$ cat src/hw/rtl/sbc_pkg.sv
// Shared types and constants for the sprite blit clipper.
`timescale 1ns / 1ps
package sbc_pkg;

  // fixed-point constants
  localparam logic [15:0] ONE_Q12     = 16'd4096;
  localparam logic [27:0] HALF_Q8     = 28'd128;
  localparam logic [29:0] QUARTER_Q8  = 30'd64;
  localparam logic [43:0] HALF_Q16    = 44'd32768;
  localparam logic [32:0] ROUND_Q12   = 33'd8;

  // internal widths
  localparam int POS_W  = 30;   // screen position, signed Q.8
  localparam int SIZE_W = 28;   // screen size, Q.8
  localparam int SRP_W  = 31;   // source position, Q.16 texels
  localparam int EDGE_W = 24;   // clip edge, Q.8

  // divider geometry
  localparam int DIV_QW  = 28;
  localparam int DIV_NW  = 2 * DIV_QW;
  localparam int DIV_BPS = 2;
  localparam int DIV_NS  = DIV_QW / DIV_BPS;

  // stages in one axis clipper
  localparam int AX_LAT = 6 + 2 * DIV_NS;

  // register map
  localparam int ADDR_W = 5;
  typedef enum logic [2:0] {
    REG_CLIP_LEFT    = 3'd0,
    REG_CLIP_TOP     = 3'd1,
    REG_CLIP_WIDTH   = 3'd2,
    REG_CLIP_HEIGHT  = 3'd3,
    REG_RENDER_SCALE = 3'd4
  } reg_idx_t;

  typedef struct packed {
    logic [13:0] clip_left;
    logic [13:0] clip_top;
    logic [13:0] clip_width;
    logic [13:0] clip_height;
    logic [15:0] render_scale;
  } cfg_t;

  // one axis of a command while it is clipped
  typedef struct packed {
    logic signed [POS_W-1:0] p;
    logic [SIZE_W-1:0]       size;
    logic [SRP_W-1:0]        srp;
    logic [DIV_QW-1:0]       srs;
    logic [SIZE_W-1:0]       cut_amt;
    logic                    cut;
    logic                    act;
    logic                    mir;
  } ax_sb_t;

  localparam int AX_SB_W = $bits(ax_sb_t);

  // per-command flags that bypass the axis clippers
  typedef struct packed {
    logic clip_on;
    logic rej;
    logic mir;
  } side_t;

endpackage

$ cat src/hw/rtl/sbc_regs.sv
// APB-style configuration registers of the sprite blit clipper.
`timescale 1ns / 1ps
module sbc_regs (
  input  logic                        clk,
  input  logic                        rst_n,
  input  logic                        psel,
  input  logic                        penable,
  input  logic                        pwrite,
  input  logic [sbc_pkg::ADDR_W-1:0]  paddr,
  input  logic [31:0]                 pwdata,
  output logic [31:0]                 prdata,
  output logic                        pready,
  output sbc_pkg::cfg_t               cfg
);

  sbc_pkg::cfg_t    cfg_r;
  sbc_pkg::reg_idx_t idx;
  logic             wr;

  assign idx    = sbc_pkg::reg_idx_t'(paddr[sbc_pkg::ADDR_W-1:2]);
  assign wr     = psel && penable && pwrite;
  assign pready = 1'b1;
  assign cfg    = cfg_r;

  always_ff @(posedge clk) begin
    if (!rst_n) begin
      cfg_r              <= '0;
      cfg_r.render_scale <= sbc_pkg::ONE_Q12;
    end else if (wr) begin
      unique case (idx)
        sbc_pkg::REG_CLIP_LEFT:    cfg_r.clip_left    <= pwdata[13:0];
        sbc_pkg::REG_CLIP_TOP:     cfg_r.clip_top     <= pwdata[13:0];
        sbc_pkg::REG_CLIP_WIDTH:   cfg_r.clip_width   <= pwdata[13:0];
        sbc_pkg::REG_CLIP_HEIGHT:  cfg_r.clip_height  <= pwdata[13:0];
        sbc_pkg::REG_RENDER_SCALE: cfg_r.render_scale <= pwdata[15:0];
        default: ;
      endcase
    end
  end

  always_comb begin
    unique case (idx)
      sbc_pkg::REG_CLIP_LEFT:    prdata = {18'b0, cfg_r.clip_left};
      sbc_pkg::REG_CLIP_TOP:     prdata = {18'b0, cfg_r.clip_top};
      sbc_pkg::REG_CLIP_WIDTH:   prdata = {18'b0, cfg_r.clip_width};
      sbc_pkg::REG_CLIP_HEIGHT:  prdata = {18'b0, cfg_r.clip_height};
      sbc_pkg::REG_RENDER_SCALE: prdata = {16'b0, cfg_r.render_scale};
      default:                   prdata = '0;
    endcase
  end

endmodule

$ cat config.mk
export PLATFORM = sky130hd
export DESIGN_NAME = sbc_regs
export DESIGN_NICKNAME = d
export VERILOG_FILES = /design/src/hw/rtl/sbc_pkg.sv /design/src/hw/rtl/sbc_regs.sv
export SDC_FILE = /design/constraint.sdc
export NUM_CORES = 1
export LEC_CHECK = 0
export BUFFER_PORTS_ARGS = -buffer_cell sky130_fd_sc_hd__buf_2
export CAP_MARGIN = 0
export CORE_MARGIN = 2
export CORE_UTILIZATION = 40
export CTS_CLUSTER_SIZE = 16
export DETAILED_ROUTE_END_ITERATION = 6
export GPL_TIMING_DRIVEN = 0
export PLACE_DENSITY = 0.75
export SLEW_MARGIN = 20
export SYNTH_ARGS = -nofsm -noshare
export SYNTH_HDL_FRONTEND = slang
export SYNTH_SLANG_ARGS = --single-unit
export TNS_END_PERCENT = 30
$ cat constraint.sdc
create_clock -name clk -period 3.15 [get_ports clk]
set_input_delay 0.1575 -clock clk [delete_from_list [all_inputs] [get_ports clk]]
set_output_delay 0.1575 -clock clk [all_outputs]
set_load 0.03 [all_outputs]
Word-level counts from Yosys, hierarchy flattened
Index checks and enable logic that the tools add are counted.

word-level totals
  register bits = 72
  word-level logic and storage cells = 18

operators by class
  equality and inequality tests = 4
  muxes and demuxes = 1
  reduce and logical (&&, ||, !) cells = 8

operators with widths
  operator                                                                count
  16-bit one-hot mux with 5 select lines                                  1
  2-bit AND reduction                                                     5
  3-bit by 2-bit equality test with 1-bit output (second input constant)  2
  3-bit by 1-bit equality test with 1-bit output (second input constant)  1
  3-bit equality test (second input constant)                             1
  3-bit logical NOT                                                       1
  1-bit logical AND                                                       2

Depth between registers and ports, before layout
Gate-level depths: netlist (run 1).

  depth in word-level cells = 3
  gate-level depth with buffers = 5
  depth with buffers taken out = 3

Worst setup path before layout (run 1)
No wires, ideal clock.

  path kind = input port to output port
  start point = in paddr[3] (netlist bit)
  end point = out prdata[0]
  data arrival time = 1,365 ps
  data required time = 2,992 ps
  slack = 1,628 ps
  stages = 5
  buffers on the path = 3
  cells stage by stage = buf_2 buf_2 buf_2 a22oi_1 o22ai_1

between the ends
  word-level cells in the longest chain between the ends = 2

ends and longest elaborated chain
  element                                      RTL line        source
  from (decl)                                  sbc_regs.sv:9   input logic [sbc_pkg::ADDR_W-1:0] paddr,
  3-bit equality test (tied with other cells)  sbc_regs.sv:42  unique case (idx)
  16-bit one-hot mux with 5 select lines (*)   sbc_regs.sv:42
  to (decl)                                    sbc_regs.sv:11  output logic [31:0] prdata,

Every way passes the cells marked *; elsewhere a longest branch is shown, timed or not.

Worst setup path in the final report (run 1)
  start point = in paddr[2] (netlist bit)
  end point = out prdata[4]

Same word-level chain as after synthesis.

==> impl_summary.md, run 1 <==
Logic synthesis
The commonest cells after synthesis are sky130_fd_sc_hd__nand2_1 (88), sky130_fd_sc_hd__mux2i_1 (74), sky130_fd_sc_hd__dfxtp_1 (72), sky130_fd_sc_hd__a22oi_1 (26), sky130_fd_sc_hd__buf_4 (18). Sorting the synthesized cells by area gives the leading types as sky130_fd_sc_hd__dfxtp_1 (42%), sky130_fd_sc_hd__mux2i_1 (22%), sky130_fd_sc_hd__nand2_1 (9.7%), sky130_fd_sc_hd__a22oi_1 (5.7%), sky130_fd_sc_hd__buf_4 (4.0%). Each instance of the synthesized netlist takes up on average 9.80 um2. In the post-synthesis netlist, the cell with the most instances is sky130_fd_sc_hd__nand2_1. The cell count after synthesis came out at 348. The mapped netlist covers 3410 um2.

In this run, synthesis inferred 0 flip-flops with an integrated enable. After synthesis, the netlist uses 26 different library cells. In the synthesized netlist the async set-or-reset flop fraction comes to 0%. Counting flops and latches in the post-synthesis netlist gives 72. The share of Yosys cell area claimed by the top area cell type is 42.3%. The leading area contributor after synthesis is sky130_fd_sc_hd__dfxtp_1. The most common flop cell mapped by yosys is sky130_fd_sc_hd__dfxtp_1. The Yosys step of the flow raised 0 warnings.

Of the synthesized area, sequential elements account for 42.3%.

Hold path
Along the worst hold path, the cell count comes to 3. The min-delay analysis places its worst path in the category primary input to register.

Final layout
The post-route cell area is 4310 um2. Counting the fill cells in the layout gives 809. The area added between synthesis and finish is 26.4%.

The post-route netlist has 34.8% of its cells at a drive strength greater than 1. The register with the most flip-flops in the layout has 72 of them. The number of diodes added for antenna fixing is 0. The post-layout net count is 525. The count of cells in the finished layout, fillers not included, comes to 593.

Clock tree
The number of CTS-inserted buffers is 9. In this run the post-CTS setup repair buffer count came out at 0. The number of clock sinks seen by CTS is 72.

The number of hold buffers added after CTS was 0. The root buffer cell is sky130_fd_sc_hd__clkbuf_8. The number of gates resized after CTS was 0. After clock tree synthesis, the clock-pin slew on the worst setup and hold paths is 70 ps. The clock tree from TritonCTS is yes. In this run the number of H-tree levels came out at 3. The maximum buffer depth of the clock tree is 2. The insertion delay to the later sink of the worst-skew pair is 350 ps.

STA
Setup repair after global routing left no endpoint under its margin. The highest attainable clock frequency is 534 MHz. The post-route worst hold slack is 42.2 ps. In this run the tightest slew margin relative to its limit is 53.7%. The number of slew-limit violations in the final report is 0.

Summed over all failing endpoints, the final setup total negative slack is 0 ps. The post-route clock period utilization is 59.4%. The worst-margin pin slew is 695 ps. The final critical-path required period is 1870 ps.

The hold violation count in the final report is 0. Clock skew on the completed layout was measured at 0 ps. The total of endpoints with negative setup slack in the final report is 0.

Global routing
The maximum number of pins on one net before global-route repair is 12. The first global-routing pass estimated 16,000 um of wire. The combined global-route utilization of all metal layers is 23.6%. The total grt overflow is 0.

The number of global-route vias before repair is 2,920. The number of antenna violations at the first check in global routing is 0.

Die
The effective utilization at floorplan is 41.3%. The die covers 9280 um2. The number of top-level pins is 147.

Measured along the x axis, the die boundary spans 96.3 um. The floorplan step defined a core boundary enclosing 8260 um2. Measured along the y axis, the die boundary spans 96.3 um. The initialized floorplan defines 33 standard-cell rows.

Critical path
The worst register-to-register path begins at cfg[47]$_SDFFE_PN0P_. The worst setup path is launched from a primary input. STA puts the critical path data required time at 2990 ps. The worst setup path startpoint is paddr[2]. At the worst endpoint, the arrival time is 1710 ps. The internal reg-to-reg setup slack is 2450 ps. The worst setup path is of the primary input to output pin kind. Along the worst path, the maximum fanout reaches 10. The last element of the critical path is prdata[4]. STA classifies the critical path endpoint as an output pin.

In this run the critical register-to-register path is captured at cfg[47]$_SDFFE_PN0P_. Measured in cells, the most critical reg-to-reg path has a length of 2.

Power and ir drop
The power consumption is 1.77 mW. The worst ir drop on vdd is 0.000203 V. For this design the ratio of total power to cell area is 411 nW/um2. For this design the static power due to leakage is 1.90 nW.

Run status
The flow ran to the end, and the final reports show no timing, DRC or antenna violations.

Placed design
Buffers placed on the I/O ports in this run total 109. The cell area reported after detailed placement is 4140 um2. The routability-driven placement congestion ratio is 0.797. After legalization and detailed placement, the total HPWL measured 7540 um. The cell count after placement is 577.

Detailed routing
The wire length after detailed routing is 10,700 um. The post-detailed-route count of antenna-violating nets is 0. In the final routed layout, each cell accounts on average for 18.0 um. The detailed router finished its first iteration with 154 violations. The number of remaining DRC errors is 0. The mean number of vias per cell is 5.11. The final route contains 3,028 vias. The number of iterations in the first detailed-routing pass is 4.

Job
Max-cap violations in this run came to 0.
[logic make-up (layout without fill, tap and decap cells)]
kind of cell           Yosys count  in the layout  synth area share [%]
AO/OA/AOI/OAI                   42             42                  8.73
multiplexers                    87             87                  26.0
buffers and inverters           43            168                  8.47
other                            2             17                 0.220
AND/OR/NAND/NOR                102            102                  14.3
flip-flops                      72             72                  42.3
[through the flow]
| stage | setup WS, ps | util [%] |
|---|---|---|
| 2_1_floorplan | 1630 | - |
| 3_3_place_gp | 1340 | 50.2 |
| 3_5_place_dp | 1330 | 50.2 |
| 4_1_cts | 1320 | 52.2 |
| 5_1_grt | 1210 | 52.2 |
| 6_report | 1280 | 52.2 |
[cell type report]
class	instances	area [um2]	share of cell area (%)
buffer	43	289	6.71
sequential	72	1440	33.4
clock inverter	3	17.5	0.406
clock buffer	13	149	3.45
multi-input combinational	248	1740	40.3
timing repair buffer	109	546	12.7
tap	105	131	3.05
[worst max-delay path, stage by stage]
cell and delay, ps:
sky130_fd_sc_hd__buf_2 140, sky130_fd_sc_hd__buf_6 160, sky130_fd_sc_hd__nor2_2 310, sky130_fd_sc_hd__buf_2 350, sky130_fd_sc_hd__a22oi_1 130, sky130_fd_sc_hd__o22ai_1 210, sky130_fd_sc_hd__buf_2 250
[placed cells by master, fill, tap and decap left out]
cell type and n:
sky130_fd_sc_hd__mux2_2 8, sky130_fd_sc_hd__mux2_1 5, sky130_fd_sc_hd__mux2i_1 74, sky130_fd_sc_hd__buf_1 1
sky130_fd_sc_hd__clkinv_2 2, sky130_fd_sc_hd__a22oi_1 26, sky130_fd_sc_hd__o2bb2ai_1 1, sky130_fd_sc_hd__o22ai_1 13
sky130_fd_sc_hd__clkbuf_8 10, sky130_fd_sc_hd__nor2_4 1, sky130_fd_sc_hd__nand4b_4 1, sky130_fd_sc_hd__nor2b_1 2
sky130_fd_sc_hd__dfxtp_1 72, sky130_fd_sc_hd__conb_1 17, sky130_fd_sc_hd__clkinvlp_4 1, sky130_fd_sc_hd__clkbuf_1 12
sky130_fd_sc_hd__buf_6 5, sky130_fd_sc_hd__buf_8 1, sky130_fd_sc_hd__nor2_2 1, sky130_fd_sc_hd__buf_4 18
sky130_fd_sc_hd__nor3_4 2, sky130_fd_sc_hd__and3_1 2, sky130_fd_sc_hd__nand2_1 88, sky130_fd_sc_hd__o21ai_0 1
sky130_fd_sc_hd__buf_2 118, sky130_fd_sc_hd__and2b_1 2, sky130_fd_sc_hd__nand4_1 1, sky130_fd_sc_hd__o21a_1 1
sky130_fd_sc_hd__nor3b_4 2
[layer usage]
layer / vias to the layer above / GRT usage [%] / share of wire [%]
li1: 1451 / - / -
met4: 0 / 8.10 / 0.95
met2: 144 / 38.7 / 49
met5: - / 0 / 0
met3: 13 / 7.67 / 9.0
met1: 1420 / 29.0 / 42
[power breakdown]
group	switching (mW)	leakage [nW]	total [mW]	internal (mW)
Combinational	0.143	1.23	0.203	0.0602
Sequential	0.00546	0.580	0.922	0.916
Clock	0.340	0.0834	0.646	0.306
[worst min path at each step]
stage                from                   end  slack, ps
2_1_floorplan  pwdata[14]  cfg[14]$_SDFFE_PN0P_        300
3_3_place_gp   pwdata[15]  cfg[15]$_SDFFE_PN0P_        410
3_5_place_dp   pwdata[14]  cfg[14]$_SDFFE_PN0P_        410
4_1_cts        pwdata[14]  cfg[14]$_SDFFE_PN0P_         30
5_1_grt        pwdata[14]  cfg[14]$_SDFFE_PN0P_         50
6_report       pwdata[14]  cfg[14]$_SDFFE_PN0P_         40
No activity file was read; power rests on OpenSTA's default activity.
==> run 2: changes to the inputs <==
- clock period: 3.15 -> 1.85 ns (I/O delays scaled with it)
==> run 2 against run 1 <==
Worst hold slack got worse by 14 ps. Largest cell class unchanged. First-iteration DRC count unchanged. Clock power increased by 70%. Non-clock buffer count increased by 2. Design area increased by 0.46%. Largest power group unchanged. Register-to-register slack got worse by 1300 ps. Via count increased by 0.69%. Sequential share of layout area decreased by 0.15 points. Global-route usage about the same. Power increased by 71%. Sequential cell count unchanged.
==> impl_summary.md, run 2 (synthesized netlist as in run 1, its figures left out) <==
Detailed routing
The number of iterations in the first detailed-routing pass is 4. Across all layers, the routed design uses 3,049 vias. Using the TritonRoute via totals, the vias-per-cell ratio works out to 5.12. The post-detailed-route count of antenna-violating nets is 0. In the routed design, unresolved DRC markers number 0. In the final routed layout, each cell accounts on average for 18.0 um. The wire length after detailed routing is 10,700 um. The violation count after the first detailed-route iteration is 154.

Critical path
For this run, the slowest stage of the critical path takes 330 ps. The type of the setup path with the least slack is primary input to output pin. The data arrival time of the worst path is 1650 ps. The master of the slowest instance on the critical path is sky130_fd_sc_hd__buf_2. The most prevalent standard cell on the critical path is sky130_fd_sc_hd__buf_2. STA classifies the critical path startpoint as a primary input.

Traced cell by cell, the critical path runs through buf_2 > buf_2 > and2b_1 > buf_2 > a22oi_1 > o22ai_1 > buf_2. The endpoint class of the critical path is an output pin. Of all nets on the critical path, the largest fanout is 10. STA puts the critical path data required time at 1760 ps.

Global routing
Entering global routing, the biggest net connects 12 pins. The first-pass GRT wire length is 16,000 um. The number of antenna violations at the first check in global routing is 0. The total grt overflow is 0.

The number of global-route vias before repair came to 2,941. The combined global-route utilization of all metal layers is 23.6%.

Clock tree
The maximum buffer depth of the clock tree is 2. The insertion delay to the later sink of the worst-skew pair is 350 ps. TritonCTS built the clock tree. The root buffer cell is sky130_fd_sc_hd__clkbuf_8. The total number of H-tree levels is 3.

CTS saw 72 sinks. After clock tree synthesis, the clock-pin slew on the worst setup and hold paths is 70 ps. In this run, CTS created clock tree buffers numbering 9.

Die
The die is 96.3 um tall. The number of placement rows is 33. The placeable core region is 8260 um2. 147 I/O pins were placed. The effective utilization at floorplan is 41.3%. The die covers 9280 um2.

The horizontal extent of the die is 96.3 um.

STA
After layout, the worst path uses 94.1% of the clock period. Measured against its own limit, the worst slew margin works out to 52.8%. For the pin with the worst max-slew slack, the measured transition is 709 ps. Static timing analysis puts the maximum clock frequency at 574 MHz.

The hold violation count in the final report is 0. The sum of negative setup slack is 0 ps. The worst path in the final design needs a cycle of 1740 ps, including I/O delays and setup. The number of slew-limit violations in the final report is 0.

The worst clock skew is 0 ps. Setup violations remaining at the end of the flow were counted as 0. Setup repair after global routing left no endpoint under its margin.

Placed design
Counting tap cells, the placed design contains a total of 577 instances. The placed instances occupy a cell area of 4140 um2. Once detailed placement completed, the half-perimeter wirelength came to 7540 um. In this run the tool buffered the top-level ports with 109 buffer cells. The congestion estimate from routability-driven global placement came to 0.797.

Run status
The flow ran to the end, and the final reports show no timing, DRC or antenna violations.

Final layout
Leaving out fill and tap cells, the most frequent cell in the layout is sky130_fd_sc_hd__buf_2. Cells fill 52.4% of the core in the end. The finished layout holds 595 standard cells, fillers aside. The register with the most flip-flops in the layout has 72 of them. The fill cell instance count of the final layout is 805. The number of diodes added for antenna fixing is 0. The post-route netlist has 34.7% of its cells at a drive strength greater than 1. The library cells used most frequently in the layout, excluding fill and tap cells, are sky130_fd_sc_hd__buf_2 (118), sky130_fd_sc_hd__nand2_1 (88), sky130_fd_sc_hd__mux2i_1 (74), sky130_fd_sc_hd__dfxtp_1 (72), sky130_fd_sc_hd__a22oi_1 (26). Compared with the post-synthesis result, the final layout area differs by 27.0%. The post-route cell area is 4330 um2. The net count of the finished layout is 527.

Power and ir drop
The total power per unit cell area is 698 nW/um2. The standby leakage power is 1.90 nW. IR analysis of the VDD net gives a maximum drop of 0.000345 V.

Summing internal, switching and leakage power gives 3.02 mW.

Job
The tool flagged a number of max-cap violations equal to 0.

Hold path
The worst hold path belongs to the class primary input to register.
run 2: cell type report:
class                      instances  area, um2  area share [%]
sequential                        72       1440            33.3
timing repair buffer             111        566            13.1
tap                              105        131            3.03
clock inverter                     3       17.5           0.405
multi-input combinational        248       1740            40.1
buffer                            43        289            6.67
clock buffer                      13        149            3.44
run 2: per-layer routing:
| metal | up-vias | share of wire (%) | wire length (um) | track usage [%] |
|---|---|---|---|---|
| met1 | 1440 | 42 | 4530 | 29.1 |
| met2 | 129 | 47 | 5080 | 38.5 |
| li1 | 1458 | - | - | - |
| met3 | 22 | 8.2 | 877 | 7.67 |
| met4 | 0 | 2.0 | 218 | 8.69 |
| met5 | - | 0 | 0 | 0 |
run 2: worst paths after layout:
path                              from                    to  slack (ps)  cells past startpoint
setup reg to reg  cfg[47]$_SDFFE_PN0P_  cfg[47]$_SDFFE_PN0P_        1150                      2
hold reg to reg   cfg[18]$_SDFFE_PN0P_  cfg[18]$_SDFFE_PN0P_         470                      2
setup / recovery              paddr[4]             prdata[4]         110                      7
hold / removal              pwdata[12]  cfg[12]$_SDFFE_PN1P_          30                      3
run 2: worst max-delay path: cells and delay by family:
kind,cells,cell delay [ps]
and+or+nand+nor,1,270
buffers and inverters,4,920
AOI/OAI and AO/OA,2,380
run 2: stage by stage:
step / hold WS [ps] / worst slack [ps]
floorplan: 235 / 458
global placement: 344 / 166
detailed placement: 350 / 155
CTS: 14.8 / 155
global route: 19.1 / 39.9
finish: 28.6 / 109
run 2: what timing repair did:
item / 4_1_cts / 5_1_grt
hold endpoints to repair: 2 / 0
hold buffers: 2 / 0
endpoints found under the setup margin: 0 / 0
resized for setup: 0 / 0
buffers inserted: 0 / 0
run 2: report_power, final:
group | leakage (nW) | internal [mW] | switching [mW] | total (mW)
clock | 0.0834 | 0.521 | 0.581 | 1.10
sequential | 0.580 | 1.56 | 0.00934 | 1.57
combinational | 1.24 | 0.105 | 0.244 | 0.350
total | 1.90 | 2.19 | 0.834 | 3.02
==> run 3: changes to the inputs <==
- ABC_CLOCK_PERIOD_IN_PS: default -> 1850
- BUFFER_PORTS_ARGS: -buffer_cell sky130_fd_sc_hd__buf_2 -> -buffer_cell sky130_fd_sc_hd__clkbuf_2
==> run 3 against run 2 <==
Design area up 1.5%. First-iteration DRC count decreased by 5.8%. Critical path depth unchanged. Sequential share of layout area is 0.50 points lower.
==> impl_summary.md, run 3 (synthesized netlist as in run 1, its figures left out) <==
Run status
The flow ran to the end, and the final reports show no timing, DRC or antenna violations.

Critical path
STA classifies the critical path startpoint as a primary input. The type of the setup path with the least slack is primary input to output pin. The cell family contributing the most delay on the critical path is buffers and inverters. The endpoint class of the critical path is an output pin.

The number of buffers and inverters on the critical path is 4. The data required time at the worst endpoint is 1760 ps. Data on the critical path arrives at its endpoint at 1650 ps. The biggest cell delay along the critical path is 320 ps.

The master of the slowest instance on the critical path is sky130_fd_sc_hd__buf_2. Walking the worst path, the cells encountered are clkbuf_2 > buf_2 > and2b_1 > buf_2 > a22oi_1 > o22ai_1 > clkbuf_2. The largest fanout on the critical path is 10.

Die
The effective utilization at floorplan is 41.3%. The full die area is 9280 um2. 147 I/O pins were placed. The number of placement rows is 33. The die is 96.3 um tall. The horizontal extent of the die is 96.3 um. The core region is 8260 um2.

Clock tree
The number of CTS-inserted buffers is 9. The clock tree synthesis step divided the H-tree into 3 levels. The maximum buffer depth of the clock tree is 2. The number of clock sinks seen by CTS is 72. After clock tree synthesis, the clock-pin slew on the worst setup and hold paths is 70 ps. TritonCTS built the clock tree. The insertion delay to the later sink of the worst-skew pair is 350 ps. The tree is rooted in a sky130_fd_sc_hd__clkbuf_8.

Buffers added to address setup during post-CTS repair amount to 0.

Final layout
The post-layout net count is 527. The fraction of layout cells with a size suffix above 1 is 34.9%. The final standard cell count with taps included and fillers excluded is 595.

Counting the fill cells in the layout gives 763. The commonest non-fill, non-tap cell in the layout is sky130_fd_sc_hd__clkbuf_2. Leaving out fill and tap cells, the most frequent cells in the layout are sky130_fd_sc_hd__clkbuf_2 (109), sky130_fd_sc_hd__nand2_1 (88), sky130_fd_sc_hd__mux2i_1 (74), sky130_fd_sc_hd__dfxtp_1 (72), sky130_fd_sc_hd__a22oi_1 (26). The register with the most flip-flops in the layout has 72 of them.

Compared with the post-synthesis result, the final layout area differs by 28.9%. 0 antenna diodes ended up in the layout.

Power and ir drop
Of the total power, the share spent switching nets is 24.8%. Of the total power, the clock network draws 43.1%. The worst ir drop on vdd is 0.000391 V.

The standby leakage power is 1.86 nW. The sequential power share is 46.5%. Combinational logic burns 10.3% of the power.

The internal power contribution is 2.54 mW. The total power per unit cell area is 767 nW/um2. Summed over all nets, the switching power comes to 0.837 mW.

STA
Setup repair after global routing left no endpoint under its margin. The worst clock skew is 0 ps. The highest attainable clock frequency is 575 MHz. The sum of negative setup slack is 0 ps. The remaining max-slew budget at the tightest pin is 54.2%. The hold violation count in the final report is 0.

The number of slew-limit violations in the final report is 0. At the pin with the least slew margin, the transition time is 686 ps. The smallest clock period supported by the final layout is computed as 1740 ps.

The post-route clock period utilization is 94.0%. Setup violations remaining at the end of the flow were counted as 0.

Detailed routing
Before antenna repair, the detailed router went through 5 iterations. For this block, the initial DRC count from the detailed router was 145. After detailed routing, the average wire length per cell comes to 18.1 um. The detail route stage leaves a number of antenna-violating nets equal to 0. The mean number of vias per cell is 5.21. After detailed routing, the number of remaining DRC violations is 0. The wire length after detailed routing is 10,700 um. The via count is 3,101.

Placed design
The routability-driven placement congestion ratio is 0.796. In this run the tool buffered the top-level ports with 109 buffer cells. In this run, placement finished with an instance count of 577.

The wire-length estimate of the detail-placed layout is 7570 um.

Global routing
After global routing the overflow that remains totals 0. Entering global routing, the biggest net connects 12 pins. The number of antenna violations at the first check in global routing is 0. The number of global-route vias before repair is 3,003. The first global-routing pass estimated 15,900 um of wire. In the global route stage, overall resource usage came out at 23.4%.

Job
Across the run, the number of max-cap violations was 0.

Hold path
The type of the worst min-delay path is primary input to register.
## run 3: path summary, 6_finish.rpt
| path | depth (start not counted) | from | slack, ps | endpoint |
|---|---|---|---|---|
| hold reg to reg | 2 | cfg[36]$_SDFFE_PN0P_ | 470 | cfg[36]$_SDFFE_PN0P_ |
| hold / removal | 3 | pwdata[12] | 40 | cfg[12]$_SDFFE_PN1P_ |
| setup / recovery | 7 | paddr[4] | 110 | prdata[4] |
| setup reg to reg | 2 | cfg[48]$_SDFFE_PN0P_ | 1180 | cfg[48]$_SDFFE_PN0P_ |
## run 3: power groups by stage
stage | sequential (mW) | combinational, mW | clock (mW)
floorplan | 1.63 | 0.213 | 0
global placement | 1.61 | 0.337 | 0
detailed placement | 1.61 | 0.341 | 0
CTS | 1.57 | 0.345 | 1.46
global route | 1.57 | 0.371 | 1.52
finish | 1.57 | 0.349 | 1.46
## run 3: timing repair
action,CTS,global route
hold buffers,2,0
gates resized for setup,0,0
hold endpoints to repair,2,0
## run 3: layer usage
metal,wire [um],GRT usage (%)
met1,4520,28.5
met2,5130,39.5
met3,868,6.50
met4,232,8.10
met5,0,0
## run 3: tightest hold or removal path, delay by kind of cell
kind / cells / cell delay [ps]
and+or+nand+nor: 1 / 40
muxes: 1 / 110
buffers and inverters: 1 / 90
## run 3: through the flow
stage / utilization (%) / worst slack (ps) / total power [mW] / cell area (um2) / hold slack (ps)
2_1_floorplan: - / 458 / 1.84 / 3470 / 235
3_3_place_gp: 50.2 / 141 / 1.94 / 4140 / 326
3_5_place_dp: 50.2 / 150 / 1.95 / 4140 / 339
4_1_cts: 53.2 / 145 / 3.37 / 4400 / 36.0
5_1_grt: 53.2 / 27.5 / 3.47 / 4400 / 45.8
6_report: 53.2 / 110 / 3.37 / 4400 / 35.7
## run 3: cell type report
cell class	instances	area, um2	share of cell area (%)
plain buffers	43	289	6.57
clock buffers	14	173	3.93
clock inverters	2	60.1	1.37
multi-input cells	248	1740	39.5
flip-flops and latches	72	1440	32.8
well taps	105	131	2.99
repair buffers	111	566	12.9
